[src/sv/asc_pkg.sv]
// Shared widths, constants and control types for the accelerometer step counter.
package asc_pkg;

  // Sample and window geometry
  localparam int unsigned SAMPLE_W = 13;
  localparam int unsigned WINDOW   = 10;
  localparam int unsigned AXES     = 3;
  localparam int unsigned AXIS_W   = 2;
  localparam int unsigned SLOT_W   = (WINDOW > 1) ? $clog2(WINDOW) : 1;

  // Running sum and rounded-mean widths
  localparam int unsigned SUM_W   = SAMPLE_W + $clog2(WINDOW);
  localparam int unsigned U_W     = SUM_W + 2;
  localparam int unsigned A_W     = SUM_W + 1;
  localparam int unsigned RECIP_K = A_W;
  localparam int unsigned M_W     = RECIP_K + 1;
  localparam int unsigned PROD_W  = A_W + M_W;
  localparam logic [M_W-1:0] RECIP_M = M_W'((64'd1 << RECIP_K) / WINDOW);
  localparam logic [A_W-1:0] WIN_A   = A_W'(WINDOW);
  localparam logic [U_W-1:0] WIN_U   = U_W'(WINDOW);

  // Magnitude path
  localparam int unsigned MEAN_W     = SAMPLE_W;
  localparam int unsigned SQ_W       = 2 * MEAN_W;
  localparam int unsigned MAG_W      = SQ_W / 2;
  localparam int unsigned ROOT_ITERS = SQ_W / 2;
  localparam int unsigned ROOT_CNT_W = $clog2(ROOT_ITERS);
  localparam int unsigned REM_W      = MAG_W + 2;

  // Step logic and configuration
  localparam int unsigned THR_W     = 13;
  localparam int unsigned COUNT_W   = 32;
  localparam int unsigned CFG_IDX_W = 1;
  localparam int unsigned CFG_W     = THR_W;
  localparam logic [CFG_IDX_W-1:0] REG_START_THR = 1'd0;
  localparam logic [CFG_IDX_W-1:0] REG_END_THR   = 1'd1;
  localparam logic [THR_W-1:0] START_THR_RST = 13'd268;
  localparam logic [THR_W-1:0] END_THR_RST   = 13'd256;

  typedef logic signed [SAMPLE_W-1:0] sample_t;
  typedef logic signed [SUM_W-1:0]    sum_t;
  typedef logic [AXIS_W-1:0]          axis_t;
  typedef logic [THR_W-1:0]           thr_t;

  // Commands from controller to datapath
  typedef struct packed {
    logic  capture;
    logic  read_old;
    logic  update;
    logic  do_abs;
    logic  do_mul;
    logic  do_fix;
    logic  do_sqr;
    logic  root_start;
    logic  root_step;
    logic  decide;
    axis_t axis;
  } asc_cmd_t;

  // Status from datapath to controller
  typedef struct packed {
    logic root_last;
    logic out_full;
  } asc_sts_t;

endpackage

[src/sv/accel_step_counter.sv]
// Top level of the accelerometer step counter: configuration registers and unit wiring.
//
// Usage:
//   Input channel (in_valid_i / in_ready_o) carries one three-axis sample per
//   transaction. Output channel (out_valid_o / out_ready_i) returns one result
//   per sample: the wrapping step count, the in-step flag and the magnitude
//   of the moving-average vector.
//   Thresholds are written through cfg_we_i / cfg_index_i / cfg_data_i while
//   the block is idle: index 0 is the start threshold, index 1 the end one.
//   A new sample is accepted only after the decision for the previous one
//   has been made. The processing time is set by the shared mean/square
//   unit, which makes four passes per axis over the three axes, and the
//   13-step bit-serial square root.
//   Reset clears the window (entries not yet written read as zero), the step
//   count and re-arms the detector; thresholds return to 268 and 256.
//   When the receiver stalls, the finished result holds in the output
//   register; the next sample is still accepted and processed, and its
//   decision waits until the output register is free.
module accel_step_counter (
  input  logic                          clk_i,
  input  logic                          rst_ni,
  input  logic                          in_valid_i,
  output logic                          in_ready_o,
  input  asc_pkg::sample_t              accel_x_i,
  input  asc_pkg::sample_t              accel_y_i,
  input  asc_pkg::sample_t              accel_z_i,
  output logic                          out_valid_o,
  input  logic                          out_ready_i,
  output logic [asc_pkg::COUNT_W-1:0]   step_count_o,
  output logic                          in_step_o,
  output logic [asc_pkg::MAG_W-1:0]     magnitude_o,
  input  logic                          cfg_we_i,
  input  logic [asc_pkg::CFG_IDX_W-1:0] cfg_index_i,
  input  logic [asc_pkg::CFG_W-1:0]     cfg_data_i
);
  import asc_pkg::*;

  thr_t     start_thr_q;
  thr_t     end_thr_q;
  asc_cmd_t cmd;
  asc_sts_t sts;

  // Configuration registers
  always_ff @(posedge clk_i or negedge rst_ni) begin
    if (!rst_ni) begin
      start_thr_q <= START_THR_RST;
      end_thr_q   <= END_THR_RST;
    end else if (cfg_we_i) begin
      if (cfg_index_i == REG_START_THR) begin
        start_thr_q <= cfg_data_i;
      end
      if (cfg_index_i == REG_END_THR) begin
        end_thr_q <= cfg_data_i;
      end
    end
  end

  asc_ctrl u_ctrl (
    .clk_i      (clk_i),
    .rst_ni     (rst_ni),
    .in_valid_i (in_valid_i),
    .in_ready_o (in_ready_o),
    .sts_i      (sts),
    .cmd_o      (cmd)
  );

  asc_datapath u_datapath (
    .clk_i        (clk_i),
    .rst_ni       (rst_ni),
    .cmd_i        (cmd),
    .sts_o        (sts),
    .accel_x_i    (accel_x_i),
    .accel_y_i    (accel_y_i),
    .accel_z_i    (accel_z_i),
    .start_thr_i  (start_thr_q),
    .end_thr_i    (end_thr_q),
    .out_ready_i  (out_ready_i),
    .out_valid_o  (out_valid_o),
    .step_count_o (step_count_o),
    .in_step_o    (in_step_o),
    .magnitude_o  (magnitude_o)
  );

endmodule

[src/sv/asc_isqrt.sv]
// Bit-serial floor square root, one result bit per step.
module asc_isqrt (
  input  logic                      clk_i,
  input  logic                      rst_ni,
  input  logic                      start_i,
  input  logic                      step_i,
  input  logic [asc_pkg::SQ_W-1:0]  value_i,
  output logic                      last_o,
  output logic [asc_pkg::MAG_W-1:0] root_o
);
  import asc_pkg::*;

  localparam logic [ROOT_CNT_W-1:0] LAST_CNT = ROOT_CNT_W'(ROOT_ITERS - 1);

  logic [ROOT_CNT_W-1:0] cnt_q, cnt_d;
  logic [SQ_W-1:0]       val_q;
  logic [REM_W-1:0]      rem_q;
  logic [MAG_W-1:0]      root_q;
  logic [REM_W-1:0]      rem_sh;
  logic [REM_W-1:0]      trial;
  logic                  fits;

  // Bring in the next two radicand bits and test the trial divisor
  assign rem_sh = {rem_q[REM_W-3:0], val_q[SQ_W-1 -: 2]};
  assign trial  = {root_q, 2'b01};
  assign fits   = (rem_sh >= trial);

  always_comb begin
    cnt_d = cnt_q;
    if (start_i) begin
      cnt_d = '0;
    end else if (step_i) begin
      cnt_d = cnt_q + 1'b1;
    end
  end

  // Hold the iteration count
  always_ff @(posedge clk_i or negedge rst_ni) begin
    if (!rst_ni) begin
      cnt_q <= '0;
    end else begin
      cnt_q <= cnt_d;
    end
  end

  // Advance the radicand, remainder and partial root
  always_ff @(posedge clk_i) begin
    if (start_i) begin
      val_q  <= value_i;
      rem_q  <= '0;
      root_q <= '0;
    end else if (step_i) begin
      val_q <= {val_q[SQ_W-3:0], 2'b00};
      if (fits) begin
        rem_q  <= rem_sh - trial;
        root_q <= {root_q[MAG_W-2:0], 1'b1};
      end else begin
        rem_q  <= rem_sh;
        root_q <= {root_q[MAG_W-2:0], 1'b0};
      end
    end
  end

  assign last_o = (cnt_q == LAST_CNT);
  assign root_o = root_q;

endmodule

[src/sv/asc_datapath.sv]
// Window store, running sums, mean and square unit, root unit and step decision.
module asc_datapath (
  input  logic                        clk_i,
  input  logic                        rst_ni,
  input  asc_pkg::asc_cmd_t           cmd_i,
  output asc_pkg::asc_sts_t           sts_o,
  input  asc_pkg::sample_t            accel_x_i,
  input  asc_pkg::sample_t            accel_y_i,
  input  asc_pkg::sample_t            accel_z_i,
  input  asc_pkg::thr_t               start_thr_i,
  input  asc_pkg::thr_t               end_thr_i,
  input  logic                        out_ready_i,
  output logic                        out_valid_o,
  output logic [asc_pkg::COUNT_W-1:0] step_count_o,
  output logic                        in_step_o,
  output logic [asc_pkg::MAG_W-1:0]   magnitude_o
);
  import asc_pkg::*;

  localparam logic [SLOT_W-1:0] LAST_SLOT = SLOT_W'(WINDOW - 1);

  // Captured sample and window store
  sample_t                   samp_q [AXES];
  logic [AXES*SAMPLE_W-1:0]  win_mem [WINDOW];
  logic [AXES*SAMPLE_W-1:0]  rd_q;
  logic [SLOT_W-1:0]         slot_q;
  logic                      filled_q;
  sum_t                      sum_q [AXES];
  sum_t                      sum_d [AXES];
  sample_t                   old_s [AXES];

  // Mean and square unit
  sum_t                      sel_sum;
  logic [U_W-1:0]            u_s;
  logic [U_W-1:0]            u_abs;
  logic [A_W-1:0]            a_q;
  logic [PROD_W-1:0]         a_ext;
  logic [PROD_W-1:0]         m_ext;
  logic [PROD_W-1:0]         prod_q;
  logic [A_W-1:0]            q0;
  logic [A_W-1:0]            qn;
  logic [A_W-1:0]            rem;
  logic [A_W-1:0]            q_fix;
  logic [MEAN_W-1:0]         q_q;
  logic [SQ_W-1:0]           q_ext;
  logic [SQ_W-1:0]           acc_q;

  // Root and step decision
  logic [MAG_W-1:0]          root;
  logic                      root_last;
  logic [COUNT_W-1:0]        steps_q, steps_n;
  logic                      armed_q, armed_n;
  logic                      out_valid_q;
  logic [COUNT_W-1:0]        step_count_q;
  logic                      in_step_q;
  logic [MAG_W-1:0]          mag_q;
  logic                      out_full;
  logic [SQ_W+1:0]           chk_lo;
  logic [SQ_W+1:0]           chk_hi;

  // Capture the sample, read the entry to be replaced and write the new one
  always_ff @(posedge clk_i) begin
    if (cmd_i.capture) begin
      samp_q[0] <= accel_x_i;
      samp_q[1] <= accel_y_i;
      samp_q[2] <= accel_z_i;
    end
    if (cmd_i.read_old) begin
      rd_q <= win_mem[slot_q];
    end
    if (cmd_i.update) begin
      win_mem[slot_q] <= {samp_q[2], samp_q[1], samp_q[0]};
    end
  end

  // Entries not yet written count as zero
  always_comb begin
    for (int a = 0; a < AXES; a++) begin
      old_s[a] = filled_q ? sample_t'(rd_q[a*SAMPLE_W +: SAMPLE_W]) : '0;
      sum_d[a] = sum_q[a] + SUM_W'(samp_q[a]) - SUM_W'(old_s[a]);
    end
  end

  // Advance the slot pointer and the running sums
  always_ff @(posedge clk_i or negedge rst_ni) begin
    if (!rst_ni) begin
      slot_q   <= '0;
      filled_q <= 1'b0;
      for (int a = 0; a < AXES; a++) begin
        sum_q[a] <= '0;
      end
    end else if (cmd_i.update) begin
      for (int a = 0; a < AXES; a++) begin
        sum_q[a] <= sum_d[a];
      end
      if (slot_q == LAST_SLOT) begin
        slot_q   <= '0;
        filled_q <= 1'b1;
      end else begin
        slot_q <= slot_q + 1'b1;
      end
    end
  end

  // Magnitude of the rounded-mean numerator, halved toward zero
  assign sel_sum = sum_q[cmd_i.axis];
  assign u_s     = {sel_sum[SUM_W-1], sel_sum, 1'b0} + WIN_U;
  assign u_abs   = u_s[U_W-1] ? (~u_s + 1'b1) : u_s;

  // Reciprocal multiply, then one correction step
  assign a_ext = PROD_W'(a_q);
  assign m_ext = PROD_W'(RECIP_M);
  assign q0    = prod_q[RECIP_K +: A_W];
  assign qn    = q0 * WIN_A;
  assign rem   = a_q - qn;
  assign q_fix = (rem >= WIN_A) ? (q0 + 1'b1) : q0;
  assign q_ext = SQ_W'(q_q);

  always_ff @(posedge clk_i) begin
    if (cmd_i.do_abs) begin
      a_q <= u_abs[U_W-1:1];
    end
    if (cmd_i.do_mul) begin
      prod_q <= a_ext * m_ext;
    end
    if (cmd_i.do_fix) begin
      q_q <= MEAN_W'(q_fix);
    end
    if (cmd_i.capture) begin
      acc_q <= '0;
    end else if (cmd_i.do_sqr) begin
      acc_q <= acc_q + q_ext * q_ext;
    end
  end

  asc_isqrt u_isqrt (
    .clk_i   (clk_i),
    .rst_ni  (rst_ni),
    .start_i (cmd_i.root_start),
    .step_i  (cmd_i.root_step),
    .value_i (acc_q),
    .last_o  (root_last),
    .root_o  (root)
  );

  // Count a step on a rise above start, re-arm below end
  always_comb begin
    steps_n = steps_q;
    armed_n = armed_q;
    if (root > MAG_W'(start_thr_i)) begin
      if (armed_q) begin
        steps_n = steps_q + 1'b1;
      end
      armed_n = 1'b0;
    end
    if (root < MAG_W'(end_thr_i)) begin
      armed_n = 1'b1;
    end
  end

  assign out_full = out_valid_q && !out_ready_i;

  always_ff @(posedge clk_i or negedge rst_ni) begin
    if (!rst_ni) begin
      steps_q     <= '0;
      armed_q     <= 1'b1;
      out_valid_q <= 1'b0;
    end else begin
      if (cmd_i.decide) begin
        steps_q     <= steps_n;
        armed_q     <= armed_n;
        out_valid_q <= 1'b1;
      end else if (out_valid_q && out_ready_i) begin
        out_valid_q <= 1'b0;
      end
    end
  end

  // Hold the result transaction until it is taken
  always_ff @(posedge clk_i) begin
    if (cmd_i.decide) begin
      step_count_q <= steps_n;
      in_step_q    <= ~armed_n;
      mag_q        <= root;
    end
  end

  assign sts_o.root_last = root_last;
  assign sts_o.out_full  = out_full;
  assign out_valid_o     = out_valid_q;
  assign step_count_o    = step_count_q;
  assign in_step_o       = in_step_q;
  assign magnitude_o     = mag_q;

  assign chk_lo = (SQ_W+2)'(root) * (SQ_W+2)'(root);
  assign chk_hi = ((SQ_W+2)'(root) + 1'b1) * ((SQ_W+2)'(root) + 1'b1);

  // The root is the floor square root of the summed squares
  a_root_floor: assert property (@(posedge clk_i) disable iff (!rst_ni)
    cmd_i.decide |-> (chk_lo <= (SQ_W+2)'(acc_q)) && (chk_hi > (SQ_W+2)'(acc_q)))
    else $error("root is not the floor square root of the accumulator");

  // A decision never overwrites a result that is still waiting
  a_no_overwrite: assert property (@(posedge clk_i) disable iff (!rst_ni)
    cmd_i.decide |-> !out_full)
    else $error("result overwritten while stalled");

  // Once the window has wrapped it stays filled
  a_filled_stays: assert property (@(posedge clk_i) disable iff (!rst_ni)
    filled_q |=> filled_q)
    else $error("window fill flag dropped");

endmodule

[src/sv/asc_ctrl.sv]
// Sequencer that steps one sample through update, mean, square, root and decision.
module asc_ctrl (
  input  logic              clk_i,
  input  logic              rst_ni,
  input  logic              in_valid_i,
  output logic              in_ready_o,
  input  asc_pkg::asc_sts_t sts_i,
  output asc_pkg::asc_cmd_t cmd_o
);
  import asc_pkg::*;

  typedef enum logic [8:0] {
    S_IDLE   = 9'b000000001,
    S_READ   = 9'b000000010,
    S_UPDATE = 9'b000000100,
    S_ABS    = 9'b000001000,
    S_MUL    = 9'b000010000,
    S_FIX    = 9'b000100000,
    S_SQR    = 9'b001000000,
    S_START  = 9'b010000000,
    S_ROOT   = 9'b100000000
  } state_e;

  localparam axis_t LAST_AXIS = AXIS_W'(AXES - 1);

  state_e state_q, state_d;
  axis_t  axis_q, axis_d;
  logic   deciding_q, deciding_d;

  // Next state and commands
  always_comb begin
    state_d    = state_q;
    axis_d     = axis_q;
    deciding_d = deciding_q;
    cmd_o      = '0;
    cmd_o.axis = axis_q;
    in_ready_o = 1'b0;
    unique case (state_q)
      S_IDLE: begin
        if (deciding_q) begin
          // Wait for room in the output register
          if (!sts_i.out_full) begin
            cmd_o.decide = 1'b1;
            deciding_d   = 1'b0;
          end
        end else begin
          in_ready_o = 1'b1;
          if (in_valid_i) begin
            cmd_o.capture = 1'b1;
            state_d       = S_READ;
          end
        end
      end
      S_READ: begin
        cmd_o.read_old = 1'b1;
        state_d        = S_UPDATE;
      end
      S_UPDATE: begin
        cmd_o.update = 1'b1;
        axis_d       = '0;
        state_d      = S_ABS;
      end
      S_ABS: begin
        cmd_o.do_abs = 1'b1;
        state_d      = S_MUL;
      end
      S_MUL: begin
        cmd_o.do_mul = 1'b1;
        state_d      = S_FIX;
      end
      S_FIX: begin
        cmd_o.do_fix = 1'b1;
        state_d      = S_SQR;
      end
      S_SQR: begin
        cmd_o.do_sqr = 1'b1;
        if (axis_q == LAST_AXIS) begin
          state_d = S_START;
        end else begin
          axis_d  = axis_q + 1'b1;
          state_d = S_ABS;
        end
      end
      S_START: begin
        cmd_o.root_start = 1'b1;
        state_d          = S_ROOT;
      end
      S_ROOT: begin
        cmd_o.root_step = 1'b1;
        if (sts_i.root_last) begin
          deciding_d = 1'b1;
          state_d    = S_IDLE;
        end
      end
      default: begin
        state_d = S_IDLE;
      end
    endcase
  end

  always_ff @(posedge clk_i or negedge rst_ni) begin
    if (!rst_ni) begin
      state_q    <= S_IDLE;
      axis_q     <= '0;
      deciding_q <= 1'b0;
    end else begin
      state_q    <= state_d;
      axis_q     <= axis_d;
      deciding_q <= deciding_d;
    end
  end

  // An accepted sample always starts the window read
  a_accept_reads: assert property (@(posedge clk_i) disable iff (!rst_ni)
    (in_valid_i && in_ready_o) |=> (state_q == S_READ))
    else $error("accepted transaction did not start processing");

  // The last root step hands over to the decision
  a_root_to_decide: assert property (@(posedge clk_i) disable iff (!rst_ni)
    (state_q == S_ROOT && sts_i.root_last) |=> (state_q == S_IDLE && deciding_q))
    else $error("root finished without a pending decision");

endmodule
[config.mk]
export PLATFORM = sky130hd
export DESIGN_NAME = accel_step_counter
export DESIGN_NICKNAME = d
export VERILOG_FILES = /design/src/sv/asc_pkg.sv /design/src/sv/accel_step_counter.sv /design/src/sv/asc_isqrt.sv /design/src/sv/asc_datapath.sv /design/src/sv/asc_ctrl.sv
export SDC_FILE = /design/constraint.sdc
export NUM_CORES = 2
export LEC_CHECK = 0
export CAP_MARGIN = 40
export CORE_MARGIN = 2
export CORE_UTILIZATION = 65
export DETAILED_ROUTE_END_ITERATION = 8
export DONT_BUFFER_PORTS = 1
export GPL_TIMING_DRIVEN = 0
export PLACE_DENSITY = 0.79
export SLEW_MARGIN = 0
export SYNTH_ARGS = -nofsm -noshare
export SYNTH_HDL_FRONTEND = slang
export SYNTH_SLANG_ARGS = --single-unit
[constraint.sdc]
create_clock -name clk_i -period 10.25 [get_ports clk_i]
set_input_delay 2.05 -clock clk_i [delete_from_list [all_inputs] [get_ports clk_i]]
set_output_delay 2.05 -clock clk_i [all_outputs]
set_load 0.02 [all_outputs]
==> results by group <==
Setup path
  • Critical path's slowest cell: fa_1
  • Reg2Reg Depth: 21
  • WP data arrival: around 7.5 ns
  • Startpoint Class: flip-flop
  • Critical path class: reg2reg
  • Critical Path RT: 10.82 ns
  • Max incr delay on CP: roughly 0.53 ns
  • CP Cell Sequence: clkbuf_1 > nand2_1 > fa_1 > fa_1 > inv_1 > fa_1 > fa_1 > fa_1 > inv_1 > fa_1 > inv_1 > ha_1 > a21o_1 > nor3_1 > nor3b_1 > o21ai_0 > nand4_1 > a21oi_1 > o21ai_0 > mux2i_1 > mux2i_1
  • Critical Path Fanout Max: 10
  • Worst setup EP type: flip-flop
  • CP dominant cell by count: fa_1

CTS
  • CTS clock-pin slew for the worst setup and hold paths: around 0.070 ns
  • Hold buffer count at CTS: 0
  • Clock Latency Late Sink: approximately 0.65 ns
  • H-tree depth: 3
  • CTS root buf: clkbuf_16
  • TritonCTS Buffers: 77
  • Setup repair bufs after CTS: 0
  • Clock tree buffer depth: 3
  • Post_cts resized: 0
  • CTS tree: yes
  • Clk sinks: between 700 and 800

Cells and area
  • Share of layout cells above drive strength 1: between 7 and 8%
  • Layout area overhead: 9.558%
  • Multi-input logic area: 0.02179 mm²
  • Most frequent cells in the layout: inv_1, edfxtp_1, ha_1
  • Commonest non-fill, non-tap cell in the layout: inv_1
  • # diodes: 0
  • Nets: about 4600
  • Final Cell Area: 0.05083 mm²
  • Seq. cell area: about 0.022 mm²
  • Fillers: approximately 4600

Timing
  • Setup TNS: 0 ns
  • Slew @ Worst Pin: roughly 0.91 ns
  • Final setup viols: 0
  • RSZ-0062 raised after global routing: no
  • Crit path time final: about 7 ns
  • Slew margin rel.: approximately two fifths
  • Fin Clk Skew: 0.03738 ns
  • Slew Viols, Final: 0
  • Hold Vio Cnt, Final: 0
  • Final period util: ~70%
  • Fmax: around 0.14 GHz

Detailed routing
  • Via density: slightly below 6
  • Via count: between 20000 and 30000
  • TritonRoute pass-1 iters: 6
  • Initial DRC count: roughly 2900
  • DRT Wirelength: between 100 and 150 mm
  • Wire per inst: around 20 µm
  • # DRC: 0
  • DRT antenna net count: 0

Pwr
  • Peak VDD IR: about 0.20 mV
  • PwrDens: about 220 mW/mm²
  • Lkg Pwr: approximately 21 nW

Min path
  • Hold WC Path Type: reg2reg
  • Worst Hold Depth: 2

Synth
  • Avg Inst Size Synth: 11.99 µm²
  • Ranking of synthesized cells by area: edfxtp_1, fa_1, ha_1
  • Yosys top cell area share: about 38%
  • Ys flop type: edfxtp_1
  • Post-synth EDFFs: around 600
  • Ys async rst share: between 15 and 20%
  • #FFs+latches synth: between 700 and 800
  • Leading area contributor after synthesis: edfxtp_1
  • Sequential fraction of the synthesis area: 47.31%
  • Mapped Cells: 3871
  • Synth Cell Area: between 0.04 and 0.05 mm²
  • Post-synth cell types: 90
  • Synth warn: 0

Global routing
  • GR Util met3: 3.697%
  • First-pass GRT wire length: between 150 and 200 mm
  • All-layer global routing usage: 28.10%
  • Vias in the first global route: about 30000
  • Congestion Overflow GR: 0
  • Met2 usage: around half
  • Initial antenna violation count: 0
  • Largest net degree at the start of global routing: approximately 130
  • Grt met1 use: 36.12%
  • GRT busiest layer: met2

Placement
  • Final HPWL DP: between 70 and 80 mm
  • PortBufs: 0
  • Routability cong.: 0.9036
  • Area after DPL: between 0.04 and 0.05 mm²

Die
  • Row count: 97
  • Chip Height: roughly 270 µm
  • Core ar.: a little over 0.07 mm²
  • Starting density of the core: 65.91%
  • Die Area: 0.07353 mm²
  • Die width: between 200 and 300 µm
  • Boundary Pins: 106

Run
  • Max-cap viol count: 0

Status
  • Status: finished clean
## metal layers
layer	vias to the layer above	share of wire, %
li1	13677	-
met1	14710	40
met2	890	51
met3	220	5.1
met4	0	3.5
met5	-	0
## layout make-up
| cell class | instances | area share [%] |
|---|---|---|
| flip-flops and latches | 770 | 43.18 |
| multi-input cells | 2377 | 42.86 |
| inverters | 596 | 4.401 |
| clock buffers | 107 | 4.254 |
| well taps | 940 | 2.314 |
| repair buffers | 44 | 1.071 |
| plain buffers | 129 | 1.046 |
| clock inverters | 35 | 0.8714 |
## flip-flops by register name, indices dropped and copies added (netlist names), 15 cells and up
| signal | count |
|---|---|
| u_datapath.u_isqrt.val_q | 26 |
| u_datapath.step_count_o | 32 |
| u_datapath.a_q | 18 |
| u_datapath.win_mem | 390 |
| u_datapath.steps_q | 32 |
| u_datapath.prod_q | 15 |
| u_datapath.samp_q | 39 |
| u_datapath.rd_q | 39 |
| u_datapath.sum_q | 51 |
| u_datapath.acc_q | 26 |
## where the power goes
group | internal [W] | switching [W] | leakage (nW) | total, W
Combinational | 0.00174 | 0.00229 | 12.7 | 0.00404
Sequential | 0.00377 | 0.000266 | 7.32 | 0.00403
Clock | 0.00161 | 0.00126 | 1.26 | 0.00287
## cell families (layout without fill, tap and decap cells)
kind of cell,after synthesis,in the layout,share of synthesized area (%)
other,1,2,0.008083
adders and majority gates,593,593,19.97
xor gates and xnor gates,220,220,4.213
and+or+nand+nor,832,832,8.962
AOI/OAI and AO/OA,557,557,7.643
buffers and inverters,725,911,5.960
muxes,173,173,5.933
DFF,770,770,47.31
## worst paths after layout
path | slack, ns | endpoint | start
min | 0.46 | u_datapath.acc_q[17]$_SDFFE_PP0N_ | u_datapath.acc_q[17]$_SDFFE_PP0N_
min in group asynchronous | 1.10 | u_datapath.sum_q[43]$_DFFE_PN0P_ | rst_ni
max in group asynchronous | 8.77 | start_thr_q[8]$_DFFE_PN1P_ | rst_ni
max | 3.28 | u_datapath.acc_q[25]$_SDFFE_PP0N_ | u_datapath.q_q[1]$_DFFE_PP_
max reg2reg | 3.28 | u_datapath.acc_q[25]$_SDFFE_PP0N_ | u_datapath.q_q[1]$_DFFE_PP_
min reg2reg | 0.46 | u_datapath.acc_q[17]$_SDFFE_PP0N_ | u_datapath.acc_q[17]$_SDFFE_PP0N_
## cells in the mapped netlist (all sizes together) (8+ instances only)
cell and number:
nand2 302, edfxtp 586, o31ai 10, clkbuf 104, o21ai 152, mux4 79
and2 79, nor2 107, a211oi 59, or3 25, dfrtp 126, a31oi 12
nand3 64, mux2 23, and3 34, a21oi 154, inv 596, a2111oi 8
nand4 36, dfxtp 52, o211ai 10, o21a 16, nor3 38, nand2b 31
fa 246, mux2i 71, a21o 46, nor3b 15, xnor2 150, ha 347
xor2 68, o22ai 22, nor2b 62, buf 25
## per-stage QoR
stage	utilization (%)	std cells	hold slack, ns	setup slack (ns)	power (W)
2_1_floorplan	-	3872	0.4215	4.282	0.007031
3_3_place_gp	67.58	4812	0.4395	1.467	0.007842
3_5_place_dp	68.48	4854	0.4443	3.404	0.008043
4_1_cts	72.18	4996	0.4524	3.393	0.01094
5_1_grt	72.21	4998	0.4647	2.931	0.01155
6_report	72.21	4998	0.4568	3.275	0.01094
## critical path: cells and delay by family (launching register included)
kind / cells / cell delay (ns)
flops: 1 / 0.51
compound gates: 4 / 0.87
fa+ha+maj: 7 / 3.31
simple gates: 4 / 1.04
mux: 2 / 0.58
buf+inv: 4 / 0.59
Power figures use the tool's default switching activity.
